File: config.mk
export PLATFORM = sky130hd
export DESIGN_NAME = ci32_back
export DESIGN_NICKNAME = d
export VERILOG_FILES = /design/src/rtl/ci32_pkg.sv /design/src/rtl/ci32_back.sv
export SDC_FILE = /design/constraint.sdc
export NUM_CORES = 1
export LEC_CHECK = 0
export BUFFER_PORTS_ARGS = -buffer_cell sky130_fd_sc_hd__buf_2
export CAP_MARGIN = 20
export CORE_MARGIN = 5
export CORE_UTILIZATION = 50
export DETAILED_ROUTE_END_ITERATION = 16
export GPL_TIMING_DRIVEN = 1
export PLACE_DENSITY = 0.88
export SYNTH_ARGS = -nofsm -noshare
export SYNTH_HDL_FRONTEND = slang
export SYNTH_SLANG_ARGS = --single-unit
export TNS_END_PERCENT = 10
File: constraint.sdc
create_clock -name clk -period 5.33 [get_ports clk]
set_clock_uncertainty 0.2 [all_clocks]
set_input_delay 0.7995 -clock clk [delete_from_list [all_inputs] [get_ports clk]]
set_output_delay 0.7995 -clock clk [all_outputs]
set_load 0.01 [all_outputs]
File: src/rtl/ci32_pkg.sv
// Package for the checked 32-bit integer ALU: word types, opcodes, error codes
// and the pipeline stage word shared by every stage.
// Depends on nothing.
package ci32_pkg;

  localparam int DATA_W  = 32;
  localparam int LATENCY = DATA_W + 3;

  localparam logic [4:0] OP_ADD  = 5'd0;
  localparam logic [4:0] OP_SUB  = 5'd1;
  localparam logic [4:0] OP_MUL  = 5'd2;
  localparam logic [4:0] OP_DIV  = 5'd3;
  localparam logic [4:0] OP_MOD  = 5'd4;
  localparam logic [4:0] OP_LOR  = 5'd5;
  localparam logic [4:0] OP_LAND = 5'd6;
  localparam logic [4:0] OP_OR   = 5'd7;
  localparam logic [4:0] OP_XOR  = 5'd8;
  localparam logic [4:0] OP_AND  = 5'd9;
  localparam logic [4:0] OP_EQ   = 5'd10;
  localparam logic [4:0] OP_NE   = 5'd11;
  localparam logic [4:0] OP_LE   = 5'd12;
  localparam logic [4:0] OP_LT   = 5'd13;
  localparam logic [4:0] OP_GE   = 5'd14;
  localparam logic [4:0] OP_GT   = 5'd15;
  localparam logic [4:0] OP_SHL  = 5'd16;
  localparam logic [4:0] OP_SHR  = 5'd17;
  localparam logic [4:0] OP_PASS = 5'd18;

  localparam logic [1:0] ERR_NONE  = 2'd0;
  localparam logic [1:0] ERR_OVF   = 2'd1;
  localparam logic [1:0] ERR_DIV0  = 2'd2;
  localparam logic [1:0] ERR_SHIFT = 2'd3;

  typedef struct packed {
    logic [4:0]               command;
    logic signed [DATA_W-1:0] left_operand;
    logic signed [DATA_W-1:0] right_operand;
  } in_word_t;

  typedef struct packed {
    logic signed [DATA_W-1:0] result_value;
    logic [1:0]               error_code;
  } out_word_t;

  typedef struct packed {
    logic                  valid;
    logic [4:0]            op;
    logic [DATA_W-1:0]     value;
    logic [1:0]            err;
    logic                  neg;
    logic                  sa;
    logic [DATA_W-1:0]     divisor;
    logic [DATA_W-1:0]     rem;
    logic [DATA_W-1:0]     quo;
    logic [2*DATA_W-1:0]   prod;
  } pipe_t;

endpackage

File: src/rtl/ci32_back.sv
// Last stage: product range check, quotient and remainder signs, error zeroing.
// Depends on ci32_pkg.
module ci32_back (
  input  logic               clk,
  input  logic               rst,
  input  ci32_pkg::pipe_t    d,
  output logic               done,
  output ci32_pkg::out_word_t response
);
  import ci32_pkg::*;

  logic [DATA_W-1:0] lim, val;
  logic [1:0]        err;

  always_comb begin
    val = d.value;
    err = d.err;
    lim = d.neg ? {1'b1, {(DATA_W-1){1'b0}}} : {1'b0, {(DATA_W-1){1'b1}}};
    case (d.op)
      OP_MUL: begin
        if (d.prod[2*DATA_W-1:DATA_W] != '0 || d.prod[DATA_W-1:0] > lim) err = ERR_OVF;
        else val = d.neg ? (~d.prod[DATA_W-1:0] + 1'b1) : d.prod[DATA_W-1:0];
      end
      OP_DIV:  val = d.neg ? (~d.quo + 1'b1) : d.quo;
      OP_MOD:  val = d.sa ? (~d.rem + 1'b1) : d.rem;
      default: val = d.value;
    endcase
    if (err != ERR_NONE) val = '0;
  end

  always_ff @(posedge clk) begin
    response.result_value <= val;
    response.error_code   <= err;
    done                  <= d.valid && !rst;
  end

endmodule

==> flow_summary.yaml <==
synth:
  synth-seq-cells: 35
  async_flop_share: 0
  synthTopCellsByArea: "dfxtp_1, ha_1, xnor2_1"
  yosys_warnings: 0
  synth_common_cells: "xnor2_1, nand2_1, a21oi_1, o21ai_0, xor2_1"
  synth_top_cell_by_area: "dfxtp_1"
  synth.avg_cell_area_um2: 7.74
  synth_flop_cell: "dfxtp_1"
  synth_top_area_frac: 0.156
  synth.distinct_cells: 60
  syn_area_mm2: 0.00448
  netlist_instances: 579
  synth-seq-area-share: 0.156
  synth-edff-count: 0
  syn_nets: 818
  synth.most_common_cell: "xnor2_1"
critical_path:
  critPathMaxStageDelay_ns: 0.60
  critPathLaunchType: "input pin"
  cpMaxStageDelayCell: "buf_2"
  cp_max_fo: 46
  cp_common_cell: "inv_1"
  crit_buf_inv: 4
  arrival_ns: 4.09
  cp_data_required_time_ns: 5.26
  endpoint_kind: "flip-flop"
  setup.worst_path.class: "input pin to flip-flop"
  path_cells: "buf_2 -> inv_1 -> ha_1 -> nand4_1 -> nor4_1 -> inv_1 -> a31oi_1 -> o211ai_1 -> nand2_1 -> buf_4 -> a2111oi_0"
  path_delay_family: "buffers and inverters"
routing:
  avgRoutedWirePerCell_um: 19.0
  num_vias: 5573
  wl_um: 16800
  viasPerCell: 6.32
  ant_nets: 0
  drt_first_pass_iters: 6
  drt-initial-drc-count: 386
  drc_errors: 0
cts:
  postCtsHoldBufs: 0
  clock_path_buffers: 2
  root_buffer: "clkbuf_8"
  clk_pin_slew_ns: 0.07
  cts_setup_buffers: 0
  clock_sinks: 35
  cts_resized: 0
  htree_levels: 2
  cts_buffers: 5
  cts_tree: "done"
placement:
  hpwl_um: 13800
  port_buffers: 206
  gp_congestion: 0.938
  dpl.cell_count: 873
  place_area_mm2: 0.00559
  place_ws_ns: 0.919
die:
  die_w_um: 105
  rows: 34
  core_mm2: 0.00872
  die_h_um: 105
  die-area_mm2: 0.0110
  io_pins: 239
  initial_utilization: 0.514
pwr:
  p_sw_frac: 0.341
  seq_power_share: 0.315
  powerDensity_mw_per_mm2: 155
  ir_worst_vdd_uv: 89.4
  comb_power_share: 0.397
  pwr-share-clk: 0.288
  internal_power_w: 0.000581
  leakage_nw: 2.46
  netSwitchingPower_w: 0.000301
global_routing:
  grt_overflow: 0
  gr-usage-all-layers: 0.289
  grt_pass1_wl_um: 26500
  grt_max_degree: 47
  grt_antenna_before_repair: 2
  grt_pass1_vias: 5492
sta:
  final_max_slew_viol_count: 0
  fmax_ghz: 0.240
  slew_headroom: 0.449
  hold_viol: 0
  fin_crit_sh: 0.782
  finalSetupViolCount: 0
  tightestPinTransition_ns: 0.826
  min_period_ns: 4.17
  setup_tns_ns: 0
  fin_ws_ns: 1.16
  rsz0062_at_grt: "false"
finish:
  final_net_count: 1011
  area_delta_synth_final_pct: 27.3
  final_cells: 882
  post-route-util: 0.654
  final_cell_area_mm2: 0.00571
  drive_above_1_share: 0.310
run_status:
  status: "complete, no violations"
job:
  max_cap_violations: 0
hold_path:
  hold_class: "input pin to flip-flop"
-- sequential cells by signal, summed over array words and instances (netlist names) --
name	flops
done	1
response	34
-- final cells by class --
type	count	area, um^2
timing repair buffer	211	1070
antenna	1	2.50
inverter	14	52.6
clock buffer	6	82.6
sequential	35	701
multi-input combinational	505	3630
clock inverter	2	35.0
fill	771	3020
tap	108	135
-- worst paths after layout --
path / endpoint / start / cells after the start / slack (ns)
setup / recovery: response[7]$_SDFF_PP0_ / d[161] / 11 / 1.16
hold / removal: done$_DFF_P_ / rst / 2 / 0.46
-- through the flow --
stage	total power [W]	hold slack, ns
5_1_grt	0.000933	0.459
3_5_place_dp	0.000628	0.762
4_1_cts	0.000879	0.452
2_1_floorplan	0.000469	0.671
3_3_place_gp	0.000616	0.754
6_report	0.000883	0.456
-- routing by layer --
metal	vias up	GRT usage	part of all wire
li1	2632	-	-
met1	2545	0.347	0.38
met2	351	0.513	0.48
met3	43	0.0660	0.11
met4	2	0.0840	0.025
met5	-	0	0.00042
-- cells in the final DEF (no fill, tap or decap), drive strengths merged, types with 10 or more instances in the layout --
master,n
o31ai,22
o22ai,10
buf,211
nor2,33
a31oi,10
a21oi,36
nor4,17
xor2,36
o41ai,15
xnor2,50
inv,14
o21ai,38
nand4,11
dfxtp,35
nand3,15
or3,11
or4,18
nand2,43
ha,35
-- logic make-up (layout without fill, tap and decap cells) --
| group | Yosys count | after routing | synth area share |
|---|---|---|---|
| muxes | 6 | 6 | 0.0134 |
| DFF | 35 | 35 | 0.156 |
| other | 0 | 1 | 0 |
| xor gates and xnor gates | 86 | 86 | 0.168 |
| adders and majority gates | 35 | 35 | 0.0977 |
| AOI/OAI and AO/OA | 194 | 194 | 0.305 |
| and+or+nand+nor | 184 | 184 | 0.224 |
| buffers and inverters | 39 | 233 | 0.0349 |
-- power groups by stage --
stage | sequential, W | combinational, W | clock [W]
floorplan | 0.000290 | 0.000179 | 0
detailed placement | 0.000284 | 0.000344 | 0
global route | 0.000279 | 0.000385 | 0.000269
CTS | 0.000278 | 0.000346 | 0.000255
global placement | 0.000284 | 0.000332 | 0
finish | 0.000278 | 0.000350 | 0.000255
Power figures use the tool's default switching activity.
