==> config.mk <==
export PLATFORM = sky130hd
export DESIGN_NAME = ci32_div_stage
export DESIGN_NICKNAME = d
export VERILOG_FILES = /design/src/rtl/ci32_pkg.sv /design/src/rtl/ci32_div_stage.sv
export SDC_FILE = /design/constraint.sdc
export NUM_CORES = 1
export LEC_CHECK = 0
export BUFFER_PORTS_ARGS = -buffer_cell sky130_fd_sc_hd__buf_2
export CAP_MARGIN = 25
export CORE_AREA = 8 8 152 154
export CTS_CLUSTER_DIAMETER = 80
export CTS_CLUSTER_SIZE = 28
export DETAILED_ROUTE_END_ITERATION = 7
export DIE_AREA = 0 0 160 162
export PLACE_DENSITY_LB_ADDON = 0.2
export SYNTH_ARGS = -nofsm -noshare
export SYNTH_HDL_FRONTEND = slang
export SYNTH_SLANG_ARGS = --single-unit
==> constraint.sdc <==
create_clock -name clk -period 3 [get_ports clk]
set_input_delay 0.45 -clock clk [delete_from_list [all_inputs] [get_ports clk]]
set_output_delay 0.45 -clock clk [all_outputs]
set_load 0.02 [all_outputs]
==> src/rtl/ci32_pkg.sv <==
// Package for the checked 32-bit integer ALU: word types, opcodes, error codes
// and the pipeline stage word shared by every stage.
// Depends on nothing.
package ci32_pkg;

  localparam int DATA_W  = 32;
  localparam int LATENCY = DATA_W + 3;

  localparam logic [4:0] OP_ADD  = 5'd0;
  localparam logic [4:0] OP_SUB  = 5'd1;
  localparam logic [4:0] OP_MUL  = 5'd2;
  localparam logic [4:0] OP_DIV  = 5'd3;
  localparam logic [4:0] OP_MOD  = 5'd4;
  localparam logic [4:0] OP_LOR  = 5'd5;
  localparam logic [4:0] OP_LAND = 5'd6;
  localparam logic [4:0] OP_OR   = 5'd7;
  localparam logic [4:0] OP_XOR  = 5'd8;
  localparam logic [4:0] OP_AND  = 5'd9;
  localparam logic [4:0] OP_EQ   = 5'd10;
  localparam logic [4:0] OP_NE   = 5'd11;
  localparam logic [4:0] OP_LE   = 5'd12;
  localparam logic [4:0] OP_LT   = 5'd13;
  localparam logic [4:0] OP_GE   = 5'd14;
  localparam logic [4:0] OP_GT   = 5'd15;
  localparam logic [4:0] OP_SHL  = 5'd16;
  localparam logic [4:0] OP_SHR  = 5'd17;
  localparam logic [4:0] OP_PASS = 5'd18;

  localparam logic [1:0] ERR_NONE  = 2'd0;
  localparam logic [1:0] ERR_OVF   = 2'd1;
  localparam logic [1:0] ERR_DIV0  = 2'd2;
  localparam logic [1:0] ERR_SHIFT = 2'd3;

  typedef struct packed {
    logic [4:0]               command;
    logic signed [DATA_W-1:0] left_operand;
    logic signed [DATA_W-1:0] right_operand;
  } in_word_t;

  typedef struct packed {
    logic signed [DATA_W-1:0] result_value;
    logic [1:0]               error_code;
  } out_word_t;

  typedef struct packed {
    logic                  valid;
    logic [4:0]            op;
    logic [DATA_W-1:0]     value;
    logic [1:0]            err;
    logic                  neg;
    logic                  sa;
    logic [DATA_W-1:0]     divisor;
    logic [DATA_W-1:0]     rem;
    logic [DATA_W-1:0]     quo;
    logic [2*DATA_W-1:0]   prod;
  } pipe_t;

endpackage

==> src/rtl/ci32_div_stage.sv <==
// One restoring division step: one quotient bit per stage.
// Depends on ci32_pkg.
module ci32_div_stage (
  input  logic            clk,
  input  logic            rst,
  input  ci32_pkg::pipe_t d,
  output ci32_pkg::pipe_t q
);
  import ci32_pkg::*;

  logic [DATA_W:0]   sh;
  logic [DATA_W+1:0] diff;
  pipe_t             nx;

  always_comb begin
    sh   = {d.rem, d.quo[DATA_W-1]};
    diff = {1'b0, sh} - {2'b00, d.divisor};
    nx   = d;
    nx.valid = d.valid && !rst;
    if (!diff[DATA_W+1]) begin
      nx.rem = diff[DATA_W-1:0];
      nx.quo = {d.quo[DATA_W-2:0], 1'b1};
    end else begin
      nx.rem = sh[DATA_W-1:0];
      nx.quo = {d.quo[DATA_W-2:0], 1'b0};
    end
  end

  always_ff @(posedge clk) begin
    q <= nx;
  end

endmodule

==> metrics.cfg <==
[detailed_routing]
route.final.wire_length_microns=25000
dr_total_vias=5367
initialDrtViolationCount=219
vias_per_cell=4.29
post-route-drc-count=0
route.detailed.wl_per_inst_microns=20.0
first_pass_iters=5
route.antenna.remaining_nets=0

[final_layout]
filler_cell_count=2020
most-common-layout-cells=sky130_fd_sc_hd__buf_2 (405), sky130_fd_sc_hd__dfxtp_1 (202), sky130_fd_sc_hd__inv_1 (39)
largest_register=q
layoutNonFillerInstCount=1252
ff_latch_area_sq_um=4040
num-nets-final=1209
mostFrequentLayoutCell=sky130_fd_sc_hd__buf_2
syn_to_final_growth_pct=47.2
multiInputGateArea_sq_um=2200
reg_top3=q: 202 flops
layout-drive-gt1-share_pct=50.9
flip_flop_count_of_the_largest_register_after_layout=202

[clocking]
depth_of_the_cts_h_tree=1
clock_net_sink_count=202
tritoncts=yes
cts_max_path_buffers=3
tritoncts.num_buffers=13
post_cts.resized_instances=0
cts.repair_timing.setup_buffer_count=0
clk_transition_reported_paths_ps=100
cts_hold_buf=0
root_buffer=sky130_fd_sc_hd__clkbuf_16

[power]
finalPower_w=0.00621
power.density_cell_area_nw_per_um2=655
irDropWorstVdd_mv=0.443
power.leakage_nw=4.88

[worst_setup_path]
timing.critical_path.required_ps=3360
critPathMaxFanout=4
worst_setup_path_startpoint=d[95]
cp_data_arrival_time_ps=3190
critical_path.top_delay_family=compound AO/OA/AOI/OAI gates
worstSetupPathType=input port to flop
critical_path.slowest_cell=sky130_fd_sc_hd__fa_1
cpPeakStageDelay_ps=410
worst_setup_path_end_kind=flop
path_cells=buf_2, inv_1, ha_1, inv_1, fa_1, a211oi_2, buf_4, o211a_1, o31ai_1, buf_4, a21oi_1, buf_4, o21ai_0, a311oi_1, nor3_1, mux2_4
crit_path_start_kind=input port
cp_num_buf_inv=6
cpMostUsedCell=sky130_fd_sc_hd__buf_4

[logic_synthesis]
area_fraction_in_and_or_nand_and_nor_cells_after_synthesis_pct=6.57
yosys_warnings=0
async_flop_share_pct=0
synth_edf_count=0
post_synth_inst_count=523
post_synth_mux_area_share_pct=7.11
yosys.area_share.adder_pct=6.53
synth.yosys.seq_area_share_pct=62.8
synth.net_count=760
postSynthAreaPerCell_sq_um=12.3
ys_types=55
post_synthesis_instance_area_sq_um=6440
synth_compound_area_share_pct=10.5
synth_xor_area_share_pct=3.26
synth_top_family_by_area=compound AO/OA/AOI/OAI gates
postSynth.topFlopCell=sky130_fd_sc_hd__dfxtp_1
yosys_register_bits=202

[floorplan]
dieWidth_microns=160
std_cell_rows=53
initial_core_util_pct=31.1
io_pins=406
placeableCoreArea_sq_um=20700
chipHeight_microns=162
design.die.area_sq_um=25900

[sta]
timing_hold_violations_final=0
timing_max_transition_violations_final=0
min_period_over_period_pct=94.2
setup_violations_final=0
timing_worst_slew_pin_value_ps=385
rsz_0062_raised_after_global_routing=false
relSlewSlack_pct=73.7
timing.final.crit_period_ps=2830
timing.fmax_ghz=0.354
setup_slack_ps=173

[global_route]
grt_pass1_wl_microns=35700
globalRoute.totalOverflow=0
first_global_vias=5450
grtUsageTotal_pct=18.2
largest_net_degree_at_the_start_of_global_routing=29
grt_antenna_before_repair=6

[placed_design]
number_of_placed_cells_counting_well_taps=1232
routabilityCongestion=0.868
numPortBuffers=405
dp_worst_setup_slack_ps=-421
dpl.hpwl_microns=21200

[worst_hold_path]
hold_path_startpoint=d[82]
hold_path.class=input port to flop

[job]
max_cap_viol_count=0

[status]
run_status=finished, final reports clean

power breakdown:
part / switching [W] / internal, W / leakage, nW
Clock: 0.00103 / 0.000862 / 0.204
Sequential: 0.0000540 / 0.00290 / 1.70
Combinational: 0.000771 / 0.000592 / 2.98
Total: 0.00186 / 0.00435 / 4.88
cells in the mapped netlist (7+ instances only):
master	instances	share of area, %
sky130_fd_sc_hd__a21o_1	7	0.82
sky130_fd_sc_hd__mux2_4	25	5.8
sky130_fd_sc_hd__nand2_1	24	1.4
sky130_fd_sc_hd__nor3_1	7	0.54
sky130_fd_sc_hd__inv_1	39	2.3
sky130_fd_sc_hd__o21ai_0	17	1.3
sky130_fd_sc_hd__o21a_1	7	0.82
sky130_fd_sc_hd__xnor2_1	17	2.3
sky130_fd_sc_hd__a21oi_1	31	2.4
sky130_fd_sc_hd__nor2_1	16	0.93
sky130_fd_sc_hd__ha_1	32	6.2
sky130_fd_sc_hd__dfxtp_1	202	63
sky130_fd_sc_hd__xor2_1	7	0.95
routing by layer:
metal	global-route usage [%]	share of wire [%]	vias up	wire, microns
met3	7.19	9.1	31	2280
met4	4.33	1.8	6	447
met5	0	0.14	-	36
met2	31.2	49	235	12300
li1	-	-	2686	-
met1	20.8	40	2409	9980
final cells by class:
class                   instances  area share, %
flip-flops and latches        202           42.7
repair buffers                442           24.6
multi-input cells             274           23.2
well taps                     275           3.63
clock buffers                  13           3.43
inverters                      39           1.54
clock inverters                 6          0.924
diodes                          1         0.0264
path summary, 6_finish.rpt:
path | end | cells past startpoint
hold / removal | q[83]$_DFF_P_ | 1
setup / recovery | q[126]$_DFF_P_ | 16
stage by stage:
step | area (sq um) | hold WS [ps] | utilization (%) | TNS [ps]
floorplan | 6440 | 478 | - | 0
global placement | 9050 | 552 | 43.7 | -2020
detailed placement | 9050 | 554 | 43.7 | -2130
CTS | 9460 | 42.4 | 45.7 | 0
global route | 9480 | 33.1 | 45.8 | 0
finish | 9480 | 61.8 | 45.8 | 0
cells by family after synthesis:
group / after synthesis
buffers and inverters: 47
and+or+nand+nor: 84
muxes: 33
DFF: 202
AOI/OAI and AO/OA: 100
adders and majority gates: 33
xor gates and xnor gates: 24
(Power assumes the default switching activity.)
