**src/rtl/ci32_pkg.sv**
```systemverilog
// Package for the checked 32-bit integer ALU: word types, opcodes, error codes
// and the pipeline stage word shared by every stage.
// Depends on nothing.
package ci32_pkg;

  localparam int DATA_W  = 32;
  localparam int LATENCY = DATA_W + 3;

  localparam logic [4:0] OP_ADD  = 5'd0;
  localparam logic [4:0] OP_SUB  = 5'd1;
  localparam logic [4:0] OP_MUL  = 5'd2;
  localparam logic [4:0] OP_DIV  = 5'd3;
  localparam logic [4:0] OP_MOD  = 5'd4;
  localparam logic [4:0] OP_LOR  = 5'd5;
  localparam logic [4:0] OP_LAND = 5'd6;
  localparam logic [4:0] OP_OR   = 5'd7;
  localparam logic [4:0] OP_XOR  = 5'd8;
  localparam logic [4:0] OP_AND  = 5'd9;
  localparam logic [4:0] OP_EQ   = 5'd10;
  localparam logic [4:0] OP_NE   = 5'd11;
  localparam logic [4:0] OP_LE   = 5'd12;
  localparam logic [4:0] OP_LT   = 5'd13;
  localparam logic [4:0] OP_GE   = 5'd14;
  localparam logic [4:0] OP_GT   = 5'd15;
  localparam logic [4:0] OP_SHL  = 5'd16;
  localparam logic [4:0] OP_SHR  = 5'd17;
  localparam logic [4:0] OP_PASS = 5'd18;

  localparam logic [1:0] ERR_NONE  = 2'd0;
  localparam logic [1:0] ERR_OVF   = 2'd1;
  localparam logic [1:0] ERR_DIV0  = 2'd2;
  localparam logic [1:0] ERR_SHIFT = 2'd3;

  typedef struct packed {
    logic [4:0]               command;
    logic signed [DATA_W-1:0] left_operand;
    logic signed [DATA_W-1:0] right_operand;
  } in_word_t;

  typedef struct packed {
    logic signed [DATA_W-1:0] result_value;
    logic [1:0]               error_code;
  } out_word_t;

  typedef struct packed {
    logic                  valid;
    logic [4:0]            op;
    logic [DATA_W-1:0]     value;
    logic [1:0]            err;
    logic                  neg;
    logic                  sa;
    logic [DATA_W-1:0]     divisor;
    logic [DATA_W-1:0]     rem;
    logic [DATA_W-1:0]     quo;
    logic [2*DATA_W-1:0]   prod;
  } pipe_t;

endpackage

```
**src/rtl/ci32_mul.sv**
```systemverilog
// Second stage: unsigned product of the operand magnitudes.
// Depends on ci32_pkg.
module ci32_mul (
  input  logic            clk,
  input  logic            rst,
  input  ci32_pkg::pipe_t d,
  output ci32_pkg::pipe_t q
);
  import ci32_pkg::*;

  pipe_t nx;

  always_comb begin
    nx       = d;
    nx.prod  = {{DATA_W{1'b0}}, d.quo} * {{DATA_W{1'b0}}, d.divisor};
    nx.valid = d.valid && !rst;
  end

  always_ff @(posedge clk) begin
    q <= nx;
  end

endmodule

```
**config.mk**
```make
export PLATFORM = sky130hd
export DESIGN_NAME = ci32_mul
export DESIGN_NICKNAME = d
export VERILOG_FILES = /design/src/rtl/ci32_pkg.sv /design/src/rtl/ci32_mul.sv
export SDC_FILE = /design/constraint.sdc
export NUM_CORES = 2
export LEC_CHECK = 0
export BUFFER_PORTS_ARGS = -buffer_cell sky130_fd_sc_hd__buf_2
export CORE_MARGIN = 4
export CORE_UTILIZATION = 40
export CTS_CLUSTER_DIAMETER = 150
export DETAILED_ROUTE_END_ITERATION = 10
export SLEW_MARGIN = 20
export SYNTH_ARGS = -nofsm -noshare
export SYNTH_HDL_FRONTEND = slang
export SYNTH_SLANG_ARGS = --single-unit
```
**constraint.sdc**
```tcl
create_clock -name clk -period 14.4 [get_ports clk]
set_input_delay 2.88 -clock clk [delete_from_list [all_inputs] [get_ports clk]]
set_output_delay 2.88 -clock clk [all_outputs]
set_load 0.02 [all_outputs]
```
==> reports/qor.csv <==
stage,metric,value,unit
outcome,status,"complete, no violations",
grt,grt_max_degree,34,
die,die_w,314,um
yosys,syn-cell-area,37300,um2
critical_path,crit_fanout,33,
sta,period_minus_slack,10.83,ns
sta,finalMaxSlewViolations,0,
clock_network,numCtsBuffers,24,
clock_network,cts_tree,done,
critical_path,cp.depth,25,
sta,setup-tns-final,0,ns
layout,area_growth,9.06,%
placed_design,place_area,39900,um2
critical_path,cp-start-kind,input port,
grt,grt_use_total,21.2,%
grt,grt_first_pass_wirelength,162000,um
clock_network,clkTransAtPathRegs,0.06,ns
yosys,syn_inst,3882,
placed_design,gp_congestion,0.891,
yosys,synthFlopType,dfxtp_1,
layout,largest_registers,q: 202 flops,
grt,grt.overflow.total,0,
layout,design_area,40700,um2
clock_network,h-tree-depth,1,
layout,final_nets,5415,
placed_design,dp_hpwl,78200,um
die,die-area,98300,um2
die,pin_count,406,
sta,min_period_over_period,75.2,%
grt,grt_pass1_vias,28388,
sta,setup_violations,0,
placed_design,placedCellCount,5269,
die,start_util,40.5,%
sta,worst_pin_slew,0.965,ns
layout,fill_cells,9049,
yosys,synth_fp_nets,5245,
yosys,synthArstFlopShare,0,%
worst_hold_path,worstHoldStart,d[197],
die,rows,111,
clock_network,cts_buffer_depth,3,
detailed_routing,first_pass_iters,5,
die,die_h,314,um
critical_path,end_kind,register,
layout,utilization,44.2,%
layout,largest_register,q,
layout,finalNonFillerCells,5313,
clock_network,cts-resized-gates,0,
sta,relSlewSlack,35.1,%
clock_network,postCtsHoldBufs,0,
layout,num_antenna_cells,0,
clock_network,post_cts_buffers,0,
critical_path,crit_path_max_incr_delay,0.66,ns
yosys,syn_avg_cell_area,9.62,um2
worst_hold_path,hold_class,in2reg,
detailed_routing,drc_errors,0,
critical_path,crit_required,14.91,ns
detailed_routing,dr_total_vias,26149,
placed_design,port_buffers,341,
die,coreArea,92100,um2
detailed_routing,wirelength,101000,um
critical_path,crit_path_end,q[63],
critical_path,path_class,in2reg,
critical_path,cp.arrival,11.34,ns
critical_path,path_common_cell,fa_1,
yosys,synth.distinct_cells,64,
layout,largest_reg_flops,202,
critical_path,cp_slowest_cell,a21boi_1,
clock_network,cts.sinks,202,
yosys,synth_edf_count,0,
flow_run,cap_viol_max_count,0,
detailed_routing,avgRoutedWirePerCell,18.9,um
critical_path,cp_top_family,adder cells,
critical_path,critPathBufInv,6,
detailed_routing,first_iter_violations,1231,
yosys,ys_ff_latch,202,
yosys,synth_warnings,0,
sta,max_freq,92.3,MHz
detailed_routing,vias_per_cell,4.92,
detailed_routing,ant_nets,0,
worst_hold_path,min_path_cells,1,
sta,hold_violations,0,
yosys,seq_area_frac_synth,10.8,%
layout,drive_above_1_share,10.2,%
sta,rsz0062_at_grt,no,
critical_path,critPathLaunch,d[86],
clock_network,clock-root-buffer,clkbuf_16,
grt,grt_antenna_before_repair,4,
cell usage in the layout (no fill, tap or decap), types with 3 or more instances in the layout:
cell type / synthesis / final
o21ai_0: 30 / 30
a221oi_1: 4 / 4
inv_1: 865 / 865
buf_2: 2 / 341
and3_1: 10 / 10
nor2b_1: 6 / 6
a21o_1: 35 / 35
dfxtp_1: 202 / 202
o21a_1: 6 / 6
nand4_1: 11 / 11
a21oi_1: 64 / 64
fa_1: 896 / 896
clkbuf_16: 0 / 24
inv_6: 0 / 3
clkinv_2: 0 / 5
nand3_1: 18 / 18
nor3_1: 5 / 5
nand2_1: 473 / 473
o31a_1: 3 / 3
o21ai_1: 7 / 7
and2_1: 604 / 604
xnor2_1: 44 / 44
ha_1: 263 / 263
clkbuf_8: 0 / 4
buf_4: 0 / 17
xor2_1: 16 / 16
o31ai_1: 6 / 6
a31oi_1: 13 / 13
nor2_1: 26 / 26
clkbuf_1: 211 / 4
o21bai_1: 11 / 11
a211oi_1: 4 / 4
layer usage:
layer,global-route usage [%],vias up,wire (um)
met2,35.7,778,48700
li1,-,11587,-
met5,0,-,0
met1,27.8,13663,41100
met3,4.07,121,7500
met4,6.26,0,3250
synthesized netlist by cell type, types with 2 or more instances:
cell	n	share of area (%)
o21ai_1	7	0.094
o21ai_0	30	0.40
buf_2	2	0.027
and3_1	10	0.17
nand3_1	18	0.24
xnor2_1	44	1.0
o21bai_1	11	0.22
a21boi_0	2	0.040
a311o_1	2	0.054
a31o_2	2	0.047
a31oi_1	13	0.22
nor3_1	5	0.067
o211ai_1	2	0.040
nand2b_1	2	0.034
a41oi_1	2	0.047
xor2_1	16	0.38
and2_1	604	10
o21a_1	6	0.12
or2_2	2	0.034
nor4_1	2	0.034
nor2b_1	6	0.10
nand4_1	11	0.18
dfxtp_1	202	11
and4_1	2	0.047
o31a_1	3	0.070
clkbuf_1	211	2.1
a21o_1	35	0.70
a211oi_1	4	0.080
or4_1	2	0.040
fa_1	896	48
nand2_1	473	4.8
a221oi_1	4	0.094
nor2_1	26	0.26
inv_1	865	8.7
ha_1	263	8.8
a21oi_1	64	0.86
o31ai_1	6	0.12
metrics by stage:
step / worst slack (ns) / hold WS [ns]
after floorplan: 4.84 / 2.91
after global placement: 3.15 / 2.98
after detailed placement: 3.10 / 2.98
after CTS: 3.73 / 2.34
after global routing: 3.44 / 2.35
final: 3.57 / 2.39
final cells by class:
class	count	area (um2)	share of cell area [%]
multi-input cells	2601	29200	71.8
clock inverters	12	126	0.310
clock buffers	32	671	1.65
repair buffers	358	1830	4.51
flip-flops and latches	202	4040	9.93
inverters	865	3250	7.97
well taps	1243	1560	3.82
how the worst min path moves through the flow:
stage / end / slack, ns
6_report: q[197] / 2.39
5_1_grt: q[184] / 2.35
4_1_cts: q[185] / 2.34
3_5_place_dp: q[107] / 2.98
3_3_place_gp: q[101] / 2.98
2_1_floorplan: q[100] / 2.91
cells by family after synthesis:
| family | share of synthesized area, % |
|---|---|
| xor gates and xnor gates | 1.41 |
| muxes | 0.0268 |
| buffers and inverters | 10.9 |
| adders and majority gates | 56.9 |
| AOI/OAI and AO/OA | 3.75 |
| DFF | 10.8 |
| and+or+nand+nor | 16.3 |
Power is left out: the tool's default activity adds up to more than one toggle a clock period on the data nets, which glitch-free logic cannot reach.
